## src/push_to_talk_button_classifier_assert.svh

```systemverilog
// Assertion macros for the push-to-talk button classifier.
// Each macro takes a label, a clock, a reset, a condition and a consequence.
`ifndef PUSH_TO_TALK_BUTTON_CLASSIFIER_ASSERT_SVH
`define PUSH_TO_TALK_BUTTON_CLASSIFIER_ASSERT_SVH

`ifndef SYNTHESIS

// The consequence must hold in the same cycle as the condition.
`define PTTBC_ASSERT_SAME(label, clk, rst, cond, cons) \
   label: assert property (@(posedge clk) disable iff (rst) (cond) |-> (cons)) \
      else $error("assertion failed: label");

// The consequence must hold in the cycle after the condition.
`define PTTBC_ASSERT_NEXT(label, clk, rst, cond, cons) \
   label: assert property (@(posedge clk) disable iff (rst) (cond) |=> (cons)) \
      else $error("assertion failed: label");

`else

`define PTTBC_ASSERT_SAME(label, clk, rst, cond, cons)
`define PTTBC_ASSERT_NEXT(label, clk, rst, cond, cons)

`endif

`endif

```

## src/pttbc_pkg.sv

```systemverilog
package pttbc_pkg;

   // Width of the internal press counter; it must lie between 16 and 32.
   localparam int DURATION_WIDTH = 24;

   localparam int THRESHOLD_WIDTH = 16;
   localparam int WINDOW_WIDTH    = 16;
   localparam int SESSION_WIDTH   = 32;
   localparam int OUT_DUR_WIDTH   = 24;
   localparam int CSR_INDEX_WIDTH = 2;
   localparam int CSR_DATA_WIDTH  = 16;

   localparam logic [CSR_INDEX_WIDTH-1:0] REG_HOLD_THRESHOLD = 2'd0;
   localparam logic [CSR_INDEX_WIDTH-1:0] REG_DOUBLE_WINDOW  = 2'd1;

   localparam logic [THRESHOLD_WIDTH-1:0] HOLD_THRESHOLD_RESET = 16'd300;
   localparam logic [WINDOW_WIDTH-1:0]    DOUBLE_WINDOW_RESET  = 16'd400;
   localparam logic [SESSION_WIDTH-1:0]   SESSION_RESET        = 32'd1;

   localparam logic [DURATION_WIDTH-1:0] DUR_MAX     = '1;
   localparam logic [OUT_DUR_WIDTH-1:0]  OUT_DUR_MAX = '1;
   localparam logic [WINDOW_WIDTH-1:0]   WIN_MAX     = '1;

   typedef enum logic [1:0] {
      EVENT_START  = 2'd0,
      EVENT_STOP   = 2'd1,
      EVENT_DOUBLE = 2'd2
   } event_kind_type;

   typedef struct packed {
      logic [THRESHOLD_WIDTH-1:0] hold_threshold_ms;
      logic [WINDOW_WIDTH-1:0]    double_window_ms;
   } cfg_type;

   typedef struct packed {
      logic                       valid;
      event_kind_type             event_kind;
      logic [SESSION_WIDTH-1:0]   session_number;
      logic [OUT_DUR_WIDTH-1:0]   press_duration_ms;
   } result_type;

   // Clamps an internal press length to the width of the result field.
   function automatic logic [OUT_DUR_WIDTH-1:0] clamp_duration(
      input logic [DURATION_WIDTH-1:0] dur
   );
      logic [31:0] wide;
      wide = 32'(dur);
      if (wide > 32'(OUT_DUR_MAX)) begin
         return OUT_DUR_MAX;
      end
      return wide[OUT_DUR_WIDTH-1:0];
   endfunction

endpackage

```

## src/pttbc_if.sv

```systemverilog
// Request channel: one sampled button level per transfer.
interface pttbc_req_if import pttbc_pkg::*; ();
   logic valid;
   logic ready;
   logic pressed;

   modport source (output valid, output pressed, input ready);
   modport sink   (input valid, input pressed, output ready);
endinterface

// Response channel: one classified event per transfer.
interface pttbc_rsp_if import pttbc_pkg::*; ();
   logic                     valid;
   logic                     ready;
   logic [1:0]               event_kind;
   logic [SESSION_WIDTH-1:0] session_number;
   logic [OUT_DUR_WIDTH-1:0] press_duration_ms;

   modport source (output valid, output event_kind, output session_number,
                   output press_duration_ms, input ready);
   modport sink   (input valid, input event_kind, input session_number,
                   input press_duration_ms, output ready);
endinterface

```

## src/pttbc_cfg.sv

```systemverilog
// Configuration registers; writes to unknown indexes are dropped.
module pttbc_cfg import pttbc_pkg::*; (
   input  logic                       clock,
   input  logic                       reset,
   input  logic                       csr_write_enable,
   input  logic [CSR_INDEX_WIDTH-1:0] csr_index,
   input  logic [CSR_DATA_WIDTH-1:0]  csr_write_data,
   output cfg_type                    cfg
);

   cfg_type cfg_ff;
   cfg_type cfg_in;

   always_comb begin
      cfg_in = cfg_ff;
      if (csr_write_enable) begin
         case (csr_index)
            REG_HOLD_THRESHOLD: cfg_in.hold_threshold_ms = csr_write_data;
            REG_DOUBLE_WINDOW:  cfg_in.double_window_ms  = csr_write_data;
            default:            cfg_in = cfg_ff;
         endcase
      end
   end

   always_ff @(posedge clock) begin
      if (reset) begin
         cfg_ff.hold_threshold_ms <= HOLD_THRESHOLD_RESET;
         cfg_ff.double_window_ms  <= DOUBLE_WINDOW_RESET;
      end else begin
         cfg_ff <= cfg_in;
      end
   end

   assign cfg = cfg_ff;

endmodule

```

## src/pttbc_core.sv

```systemverilog
// Classifier state and the per-tick update. The state advances only when
// the top level moves an item out of its input register.
module pttbc_core import pttbc_pkg::*; (
   input  logic       clock,
   input  logic       reset,
   input  logic       advance,
   input  logic       pressed,
   input  cfg_type    cfg,
   output result_type result
);

   logic                      last_level_ff, last_level_in;
   logic                      recording_ff, recording_in;
   logic [DURATION_WIDTH-1:0] press_ticks_ff, press_ticks_in;
   logic                      click_armed_ff, click_armed_in;
   logic [WINDOW_WIDTH-1:0]   since_release_ff, since_release_in;
   logic [SESSION_WIDTH-1:0]  session_ff, session_in;
   logic [DURATION_WIDTH-1:0] stop_duration;

   always_comb begin
      last_level_in    = pressed;
      recording_in     = recording_ff;
      press_ticks_in   = press_ticks_ff;
      click_armed_in   = click_armed_ff;
      since_release_in = since_release_ff;
      session_in       = session_ff;

      result                   = '0;
      result.session_number    = session_ff;
      result.event_kind        = EVENT_START;

      stop_duration = (press_ticks_ff < DUR_MAX) ? press_ticks_ff + 1'b1 : DUR_MAX;

      // The double-click window keeps counting while armed, even over a press.
      if (click_armed_ff && since_release_ff < WIN_MAX) begin
         since_release_in = since_release_ff + 1'b1;
      end

      if (pressed) begin
         if (!last_level_ff) begin
            press_ticks_in = '0;
         end else if (press_ticks_ff < DUR_MAX) begin
            press_ticks_in = press_ticks_ff + 1'b1;
         end
         if (!recording_ff &&
             press_ticks_in >= DURATION_WIDTH'(cfg.hold_threshold_ms)) begin
            recording_in      = 1'b1;
            result.valid      = 1'b1;
            result.event_kind = EVENT_START;
         end
      end else if (last_level_ff) begin
         if (recording_ff) begin
            result.valid             = 1'b1;
            result.event_kind        = EVENT_STOP;
            result.press_duration_ms = clamp_duration(stop_duration);
            session_in               = session_ff + 1'b1;
            recording_in             = 1'b0;
         end else if (click_armed_ff && since_release_in < cfg.double_window_ms) begin
            result.valid      = 1'b1;
            result.event_kind = EVENT_DOUBLE;
            click_armed_in    = 1'b0;
            since_release_in  = '0;
         end else begin
            click_armed_in   = 1'b1;
            since_release_in = '0;
         end
      end
   end

   always_ff @(posedge clock) begin
      if (reset) begin
         last_level_ff    <= 1'b0;
         recording_ff     <= 1'b0;
         press_ticks_ff   <= '0;
         click_armed_ff   <= 1'b0;
         since_release_ff <= '0;
         session_ff       <= SESSION_RESET;
      end else if (advance) begin
         last_level_ff    <= last_level_in;
         recording_ff     <= recording_in;
         press_ticks_ff   <= press_ticks_in;
         click_armed_ff   <= click_armed_in;
         since_release_ff <= since_release_in;
         session_ff       <= session_in;
      end
   end

endmodule

```

## src/push_to_talk_button_classifier.sv

```systemverilog
// Push-to-talk button classifier. Send one transfer per millisecond tick on
// the request channel carrying the sampled button level. A press held for
// more than hold_threshold_ms ticks (register 0) produces a recording start
// with the current session number; releasing it produces a recording stop
// with the press length in ticks, after which the session number advances.
// A short release that follows the previous short release within
// double_window_ms ticks (register 1) produces a double click. Ticks that
// cause no event produce no response transfer. The block takes one request
// per clock cycle unless the response channel stalls; an event passes from
// the input register through the state update into the result register
// before it reaches the response channel. Write the registers only while
// no request is in flight. There is no debouncing: feed it a clean level.
`include "push_to_talk_button_classifier_assert.svh"

module push_to_talk_button_classifier import pttbc_pkg::*; (
   input  logic                       clock,
   input  logic                       reset,
   pttbc_req_if.sink                  req_bus,
   pttbc_rsp_if.source                rsp_bus,
   input  logic                       csr_write_enable,
   input  logic [CSR_INDEX_WIDTH-1:0] csr_index,
   input  logic [CSR_DATA_WIDTH-1:0]  csr_write_data
);

   cfg_type    cfg;
   result_type result;

   // Input register: holds one accepted tick until the state can take it.
   logic in_valid_ff, in_valid_in;
   logic in_pressed_ff;

   // Result register: holds one event until the response transfer.
   logic                     rsp_valid_ff, rsp_valid_in;
   event_kind_type           rsp_kind_ff;
   logic [SESSION_WIDTH-1:0] rsp_session_ff;
   logic [OUT_DUR_WIDTH-1:0] rsp_duration_ff;

   logic advance;
   logic load_result;
   logic req_take;

   pttbc_cfg u_cfg (
      .clock            (clock),
      .reset            (reset),
      .csr_write_enable (csr_write_enable),
      .csr_index        (csr_index),
      .csr_write_data   (csr_write_data),
      .cfg              (cfg)
   );

   pttbc_core u_core (
      .clock   (clock),
      .reset   (reset),
      .advance (advance),
      .pressed (in_pressed_ff),
      .cfg     (cfg),
      .result  (result)
   );

   // A tick leaves the input register whenever the result register is free
   // or is being emptied in this cycle; while a result waits unaccepted, the
   // held tick stays put and the request side stalls.
   assign advance     = in_valid_ff && (!rsp_valid_ff || rsp_bus.ready);
   assign load_result = advance && result.valid;
   assign req_bus.ready = !in_valid_ff || advance;
   assign req_take      = req_bus.valid && req_bus.ready;

   always_comb begin
      in_valid_in = in_valid_ff;
      if (req_take) begin
         in_valid_in = 1'b1;
      end else if (advance) begin
         in_valid_in = 1'b0;
      end

      rsp_valid_in = rsp_valid_ff;
      if (load_result) begin
         rsp_valid_in = 1'b1;
      end else if (rsp_bus.ready) begin
         rsp_valid_in = 1'b0;
      end
   end

   always_ff @(posedge clock) begin
      if (reset) begin
         in_valid_ff  <= 1'b0;
         rsp_valid_ff <= 1'b0;
      end else begin
         in_valid_ff  <= in_valid_in;
         rsp_valid_ff <= rsp_valid_in;
      end
   end

   always_ff @(posedge clock) begin
      if (req_take) begin
         in_pressed_ff <= req_bus.pressed;
      end
      if (load_result) begin
         rsp_kind_ff     <= result.event_kind;
         rsp_session_ff  <= result.session_number;
         rsp_duration_ff <= result.press_duration_ms;
      end
   end

   assign rsp_bus.valid             = rsp_valid_ff;
   assign rsp_bus.event_kind        = rsp_kind_ff;
   assign rsp_bus.session_number    = rsp_session_ff;
   assign rsp_bus.press_duration_ms = rsp_duration_ff;

   // A stop always reports at least one tick of press length.
   `PTTBC_ASSERT_SAME(a_stop_has_duration, clock, reset,
      rsp_valid_ff && rsp_kind_ff == EVENT_STOP, rsp_duration_ff != '0)

   // Starts and double clicks carry no duration.
   `PTTBC_ASSERT_SAME(a_other_zero_duration, clock, reset,
      rsp_valid_ff && rsp_kind_ff != EVENT_STOP, rsp_duration_ff == '0)

   // A waiting result is never overwritten by a new event.
   `PTTBC_ASSERT_SAME(a_no_overwrite, clock, reset,
      rsp_valid_ff && !rsp_bus.ready, !load_result)

   // An accepted tick is held in the input register in the following cycle.
   `PTTBC_ASSERT_NEXT(a_accept_fills_input, clock, reset, req_take, in_valid_ff)

endmodule
```

## src/flat_wrapper.sv

```systemverilog
// flat-port wrapper written by rule: the top's interface ports become plain ports
module push_to_talk_button_classifier_flat import pttbc_pkg::*;
  (clock, reset, csr_write_enable, csr_index, csr_write_data, req_bus_valid, req_bus_pressed, req_bus_ready, rsp_bus_valid, rsp_bus_event_kind, rsp_bus_session_number, rsp_bus_press_duration_ms, rsp_bus_ready);
  pttbc_req_if req_bus_i ();
  pttbc_rsp_if rsp_bus_i ();
  input  logic clock;
  input  logic reset;
  input  logic csr_write_enable;
  input  logic [CSR_INDEX_WIDTH-1:0] csr_index;
  input  logic [CSR_DATA_WIDTH-1:0] csr_write_data;
  input wire logic [$bits(req_bus_i.valid)-1:0] req_bus_valid;
  input wire logic [$bits(req_bus_i.pressed)-1:0] req_bus_pressed;
  output wire logic [$bits(req_bus_i.ready)-1:0] req_bus_ready;
  output wire logic [$bits(rsp_bus_i.valid)-1:0] rsp_bus_valid;
  output wire logic [$bits(rsp_bus_i.event_kind)-1:0] rsp_bus_event_kind;
  output wire logic [$bits(rsp_bus_i.session_number)-1:0] rsp_bus_session_number;
  output wire logic [$bits(rsp_bus_i.press_duration_ms)-1:0] rsp_bus_press_duration_ms;
  input wire logic [$bits(rsp_bus_i.ready)-1:0] rsp_bus_ready;
  assign req_bus_i.valid = req_bus_valid;
  assign req_bus_i.pressed = req_bus_pressed;
  assign req_bus_ready = req_bus_i.ready;
  assign rsp_bus_valid = rsp_bus_i.valid;
  assign rsp_bus_event_kind = rsp_bus_i.event_kind;
  assign rsp_bus_session_number = rsp_bus_i.session_number;
  assign rsp_bus_press_duration_ms = rsp_bus_i.press_duration_ms;
  assign rsp_bus_i.ready = rsp_bus_ready;
  push_to_talk_button_classifier u_core (.clock(clock), .reset(reset), .req_bus(req_bus_i), .rsp_bus(rsp_bus_i), .csr_write_enable(csr_write_enable), .csr_index(csr_index), .csr_write_data(csr_write_data));
endmodule
```

## config.mk

```make
export PLATFORM = sky130hd
export DESIGN_NAME = push_to_talk_button_classifier_flat
export DESIGN_NICKNAME = d
export VERILOG_FILES = /design/src/pttbc_pkg.sv /design/src/pttbc_if.sv /design/src/pttbc_cfg.sv /design/src/pttbc_core.sv /design/src/push_to_talk_button_classifier.sv /design/src/flat_wrapper.sv
export VERILOG_INCLUDE_DIRS = /design/src /design/src/src
export SDC_FILE = /design/constraint.sdc
export NUM_CORES = 1
export LEC_CHECK = 0
export BUFFER_PORTS_ARGS = -buffer_cell sky130_fd_sc_hd__buf_2
export CAP_MARGIN = 30
export CORE_ASPECT_RATIO = 0.5
export CORE_MARGIN = 2
export CORE_UTILIZATION = 60
export DETAILED_ROUTE_END_ITERATION = 10
export MAX_ROUTING_LAYER = met4
export PLACE_DENSITY_LB_ADDON = 0.25
export SYNTH_ARGS = -nofsm -noshare
export SYNTH_HDL_FRONTEND = slang
export SYNTH_SLANG_ARGS = --single-unit
```

## constraint.sdc

```tcl
create_clock -name clock -period 11.5 [get_ports clock]
set_input_delay 2.3 -clock clock [delete_from_list [all_inputs] [get_ports clock]]
set_output_delay 2.3 -clock clock [all_outputs]
set_load 0.02 [all_outputs]
```

==> results_dict.tcl, run 1 <==
set metrics [dict create \
    status "finished, final reports clean" \
    cp-start-kind "input pin" \
    die_x_um 169 \
    viasPerCell 5.86 \
    crit_path_top_delay_cell "nor2b_1" \
    final_max_slew_viol_count 0 \
    cts_buffers 17 \
    cts_max_level 4 \
    die_y_um 86.5 \
    ys.flop_type "dfxtp_1" \
    cp_slowest_stage_delay_ps 180 \
    cts_tree "done" \
    cts.path.max_buffers 2 \
    setup_tns_ps 0 \
    hold_end "u_core.u_cfg.cfg[9]$_SDFFE_PP0P_" \
    portBuffers 83 \
    synth_top_area_share_pct 26.7 \
    grt_max_degree 59 \
    diodes 0 \
    path_class "in2out" \
    ff2ff_setup_slack_ps 6560 \
    synth_cells 916 \
    drt_iter0_drc 727 \
    synth_cell_types 60 \
    r2r_end "u_core.rsp_bus.press_duration_ms[8]$_SDFFCE_PP0P_" \
    reg2reg_depth 16 \
    hold_viol_final 0 \
    grt_usage_pct 26.8 \
    crit_top_cell "buf_2" \
    layout.nets 1037 \
    ios 84 \
    hold_buffers 0 \
    power.static_leakage_uw 0.00318 \
    critPathCaptureType "output pin" \
    rsz0062_at_grt "false" \
    grt_pass1_wl_mm 30.1 \
    hold_start "u_core.u_cfg.cfg[9]$_SDFFE_PP0P_" \
    gp_congestion 0.887 \
    syn_nets 975 \
    final_util_pct 69.4 \
    vdd_drop_max_mv 0.0912 \
    max_freq_ghz 0.195 \
    synth_area_sq_mm 0.00817 \
    die_area_sq_mm 0.0146 \
    crit_chain "buf_2, nor2b_1, nand2_1, buf_2" \
    cts_root_buf "clkbuf_16" \
    first_pass_iters 5 \
    regToRegStartpoint "u_core.u_core.press_ticks_ff[0]$_SDFFE_PP0P_" \
    cp_top_family "buffers and inverters" \
    synth.avg_cell_area_sq_um 8.92 \
    placementRows 30 \
    synth-seq-cells 168 \
    power.density_mw_per_mm2 132 \
    ys_warn_count 0 \
    routed_wl_mm 18.6 \
    placed_cell_area_sq_mm 0.00871 \
    grt_pass1_vias 6153 \
    seq_area_frac_synth_pct 48.4 \
    vias 6840 \
    dpl.hpwl_mm 12.7 \
    grt_overflow 0 \
    clk-insertion-delay-late_ps 440 \
    start_util_pct 60.8 \
    period_share_pct 44.7 \
    ant_nets 0 \
    clock-skew-final_ps 17.3 \
    grt_antenna_before_repair 0 \
    path_buf_inv 2 \
    worstMarginPinSlew_ps 1030 \
    slew_headroom_pct 31.0 \
    design_area_sq_mm 0.00932 \
    async_reset_ff_share_pct 0 \
    synth_edf_count 59 \
    post_drt_wl_per_cell_um 16.0 \
    drc_errors 0 \
    worstPathArrival_ps 2840 \
    core_sq_mm 0.0134 \
    final_layout_size_suffix_gt1_share_pct 13.8 \
    power_uw 1230 \
    required_ps 9200 \
    synthTopCellsByArea "dfxtp_1 (27%), edfxtp_1 (22%), nand2_1 (6.3%), a21oi_1 (6.0%), ha_1 (5.4%)" \
    syn2layout_area_growth_pct 14.0 \
    min_path_cells 2 \
    postCtsSetupBuffers 0 \
    path_clk_slew_ps 70 \
    cp_max_fo 3 \
    clock_sinks 168 \
    finalSetupViolCount 0 \
    min_path_type "reg2reg" \
    whs_ps 457 \
    fin_crit_ps 5140 \
    cap_violations 0 \
    synth_top_area_cell "dfxtp_1" \
    post_cts_resized 0 \
]
==> cell families (layout without fill, tap and decap cells) <==
| family | Yosys count | count (layout) | share of synthesized area [%] |
|---|---|---|---|
| flops | 168 | 168 | 48.4 |
| fa+ha+maj | 35 | 35 | 5.36 |
| compound gates | 180 | 180 | 13.0 |
| xor+xnor | 54 | 54 | 5.79 |
| simple gates | 379 | 379 | 22.1 |
| buf+inv | 92 | 167 | 4.35 |
| mux | 8 | 8 | 0.995 |
==> tightest hold or removal path, cell delays in order (launching register included) <==
cell and delay [ps]:
dfxtp_1 310, nand2_1 50, a21oi_1 50
==> routing by layer <==
| layer | global-route usage (%) | part of all wire, % | up-vias |
|---|---|---|---|
| met5 | - | 0 | - |
| met4 | 7.15 | 1.3 | 0 |
| met3 | 4.98 | 7.1 | 26 |
| met2 | 41.9 | 46 | 258 |
| met1 | 36.2 | 46 | 3203 |
| li1 | - | - | 3353 |
==> cell usage in the layout (no fill, tap or decap), types with 10 or more instances in the layout <==
cell type	instances
a21oi_1	98
nand3_1	30
edfxtp_1	59
o21ai_0	31
xnor2_1	34
nor3_1	15
dfxtp_1	109
buf_2	83
or3_1	18
nor2_1	90
a21boi_0	10
inv_1	46
xor2_1	20
clkbuf_16	17
and3_1	13
nand4_1	27
ha_1	35
nand2_1	138
==> worst max path at each step <==
stage | from | end | slack (ps) | depth (start not counted)
detailed placement | rsp_bus_ready | req_bus_ready | 6360 | 4
global route | u_core.u_core.press_ticks_ff[0]$_SDFFE_PP0P_ | u_core.rsp_bus.press_duration_ms[8]$_SDFFCE_PP0P_ | 6180 | 16
CTS | rsp_bus_ready | req_bus_ready | 6360 | 4
floorplan | rsp_bus_ready | u_core.rsp_bus.event_kind[0]$_SDFFCE_PP0P_ | 3930 | 6
finish | rsp_bus_ready | req_bus_ready | 6360 | 4
global placement | rsp_bus_ready | req_bus_ready | 6380 | 4
==> synthesized netlist by cell type, drive strengths merged, types with 8 or more instances <==
cell type  count
a21boi        11
nor4          10
xor2          20
nor2          91
clkbuf        37
or3           18
buf            9
a21oi         98
and3          13
and4           8
o21ai         32
ha            35
nand4         27
xnor2         34
nor3          16
nand2        138
nand3         32
edfxtp        59
and2           8
dfxtp        109
inv           46
==> power breakdown <==
group          switching, uW  leakage, uW  internal (uW)
logic                   26.0      0.00158           13.3
registers               4.29      0.00130            615
clock network            276     0.000298            300
==> state kept, by name (all words and copies together), names as in the netlist <==
| register | flops |
|---|---|
| u_core.in_pressed_ff | 1 |
| u_core.in_valid_ff | 1 |
| u_core.rsp_bus.event_kind | 2 |
| u_core.rsp_bus.press_duration_ms | 24 |
| u_core.rsp_bus.session_number | 32 |
| u_core.rsp_bus.valid | 1 |
| u_core.u_cfg.cfg | 32 |
| u_core.u_core.click_armed_ff | 1 |
| u_core.u_core.last_level_ff | 1 |
| u_core.u_core.press_ticks_ff | 24 |
| u_core.u_core.recording_ff | 1 |
| u_core.u_core.session_ff | 32 |
| u_core.u_core.since_release_ff | 16 |
==> final cells by class <==
cell class              count  area [sq um]
well taps                 176           220
flip-flops and latches    168          3950
multi-input cells         656          3870
repair buffers             89           484
clock buffers              18           439
clock inverters            14           175
fillers                  1054          4120
inverters                  46           173
==> through the flow <==
stage | std cells | worst slack, ps
after floorplan | 916 | 3930
after global placement | 1133 | 6380
after detailed placement | 1135 | 6360
after CTS | 1167 | 6360
after global routing | 1167 | 6180
final | 1167 | 6360
No activity file was read; power rests on OpenSTA's default activity.
==> run 2, diff against run 1 <==
--- a/config.mk
+++ b/config.mk
@@ -10,7 +10,7 @@
 export CAP_MARGIN = 30
 export CORE_ASPECT_RATIO = 0.5
 export CORE_MARGIN = 2
-export CORE_UTILIZATION = 60
+export CORE_UTILIZATION = 59
 export DETAILED_ROUTE_END_ITERATION = 10
 export MAX_ROUTING_LAYER = met4
 export PLACE_DENSITY_LB_ADDON = 0.25
==> constraint.sdc (replaced) <==
create_clock -name clock -period 5.3 [get_ports clock]
set_input_delay 1.06 -clock clock [delete_from_list [all_inputs] [get_ports clock]]
set_output_delay 1.06 -clock clock [all_outputs]
set_load 0.02 [all_outputs]
==> results_dict.tcl, run 2 (synthesis gave the netlist of run 1 again) <==
set metrics [dict create \
    multi_input_area_sq_mm 0.00388 \
    grt_usage_pct 26.6 \
    drc_errors 0 \
    required_ps 5400 \
    hold_viol_final 0 \
    portBuffers 83 \
    rsz0062_at_grt "false" \
    vias 6762 \
    clock_sinks 168 \
    post-place-ws_ps 914 \
    post_cts_resized 0 \
    vdd_drop_max_mv 0.147 \
    layout.nets 1040 \
    placementRows 30 \
    status "finished, final reports clean" \
    cp.depth 15 \
    die_x_um 170 \
    core_sq_mm 0.0136 \
    design_area_sq_mm 0.00932 \
    stdcell_count 1186 \
    power.density_mw_per_mm2 283 \
    min_path_type "reg2reg" \
    grt_pass1_vias 6068 \
    start_util_pct 60.3 \
    final_util_pct 68.8 \
    clock-skew-final_ps 11.7 \
    path_buf_inv 2 \
    max_freq_ghz 0.225 \
    die_area_sq_mm 0.0149 \
    fin_crit_ps 4440 \
    hold_buffers 0 \
    finalSetupViolCount 0 \
    diodes 0 \
    gp_congestion 0.962 \
    ff2ff_setup_slack_ps 860 \
    grt_pass1_wl_mm 30.0 \
    grt_overflow 0 \
    fill_cells 1085 \
    cp_top_family "simple AND/OR/NAND/NOR gates" \
    clk-insertion-delay-late_ps 430 \
    postCtsSetupBuffers 0 \
    drt_iter0_drc 678 \
    worst_slack_ps 863 \
    critPathCaptureType "register" \
    worstPathArrival_ps 4530 \
    cp_slowest_stage_delay_ps 430 \
    placed_cells 1154 \
    viasPerCell 5.70 \
    die_y_um 87.2 \
    placed_cell_area_sq_mm 0.00873 \
    period_share_pct 83.7 \
    final_cell_mix "nand2_1 (138), dfxtp_1 (109), a21oi_1 (98)" \
    post_drt_wl_per_cell_um 15.8 \
    cp_max_fo 58 \
    dpl.hpwl_mm 13.0 \
    final_common_cell "nand2_1" \
    cts_root_buf "clkbuf_16" \
    final_max_slew_viol_count 0 \
    crit_chain "ha_1, nand2_1, nor4_4, nand3_1, buf_4, a21boi_0, ha_1, and4_1, a2111oi_0, o21ai_0, a2bb2oi_1, nand2_1, nor4_1, nor3_4, buf_4" \
    final_layout_size_suffix_gt1_share_pct 14.0 \
    grt_max_degree 85 \
    cap_violations 0 \
    grt_antenna_before_repair 0 \
    ff_latch_area_sq_mm 0.00395 \
    cts_max_level 4 \
    path_clk_slew_ps 70 \
    routed_wl_mm 18.7 \
    path_class "reg2reg" \
    slew_headroom_pct 39.6 \
    power.static_leakage_uw 0.00317 \
    syn2layout_area_growth_pct 14.0 \
    cts_buffers 17 \
    cp-start-kind "register" \
    crit_path_top_delay_cell "dfxtp_1" \
    ant_nets 0 \
    cts.path.max_buffers 2 \
    ios 84 \
    cts_tree "done" \
    setup_tns_ps 0 \
    reg2reg_depth 15 \
    min_path_cells 2 \
    worstMarginPinSlew_ps 906 \
    first_pass_iters 8 \
]
-- run 2: stage by stage --
| stage | hold WS [ps] | total power [uW] |
|---|---|---|
| after floorplan | 417 | 1420 |
| after global placement | 445 | 1450 |
| after detailed placement | 448 | 1460 |
| after CTS | 457 | 2640 |
| after global routing | 473 | 2710 |
| final | 456 | 2630 |
-- run 2: worst min-delay path: cells and delay by family (launching register included) --
kind / cells / cell delay [ps]
flops: 1 / 310
compound gates: 1 / 50
simple gates: 1 / 50
-- run 2: final cells by class --
type / instances / area share [%]
Clock buffer: 17 / 4.56
Tap cell: 192 / 2.58
Multi-Input combinational cell: 656 / 41.6
Sequential cell: 168 / 42.4
Timing Repair Buffer: 92 / 5.22
Inverter: 46 / 1.85
Clock inverter: 15 / 1.71
-- run 2: final timing paths --
check                                                     from                                         end
hold reg to reg              u_core.u_cfg.cfg[25]$_SDFFE_PP0P_           u_core.u_cfg.cfg[25]$_SDFFE_PP0P_
setup / recovery  u_core.u_core.press_ticks_ff[0]$_SDFFE_PP0P_  u_core.rsp_bus.session_number[0]$_DFFE_PP_
hold / removal               u_core.u_cfg.cfg[25]$_SDFFE_PP0P_           u_core.u_cfg.cfg[25]$_SDFFE_PP0P_
setup reg to reg  u_core.u_core.press_ticks_ff[0]$_SDFFE_PP0P_  u_core.rsp_bus.session_number[0]$_DFFE_PP_
-- run 2: power breakdown --
| part | internal [uW] | total (uW) | switching (uW) |
|---|---|---|---|
| clock | 629 | 1200 | 576 |
| combinational | 27.4 | 85.9 | 58.5 |
| sequential | 1330 | 1340 | 8.44 |
| total | 1990 | 2630 | 643 |
-- run 2: routing by layer --
metal  wire [um]  GRT usage [%]  up-vias  share of wire, %
met5           0              -        -                 0
met4         185           6.37        0              0.99
met3        1240           5.72       20               6.6
met2        8600           43.5      246                46
met1        8690           34.3     3145                46
li1            -              -     3351                 -
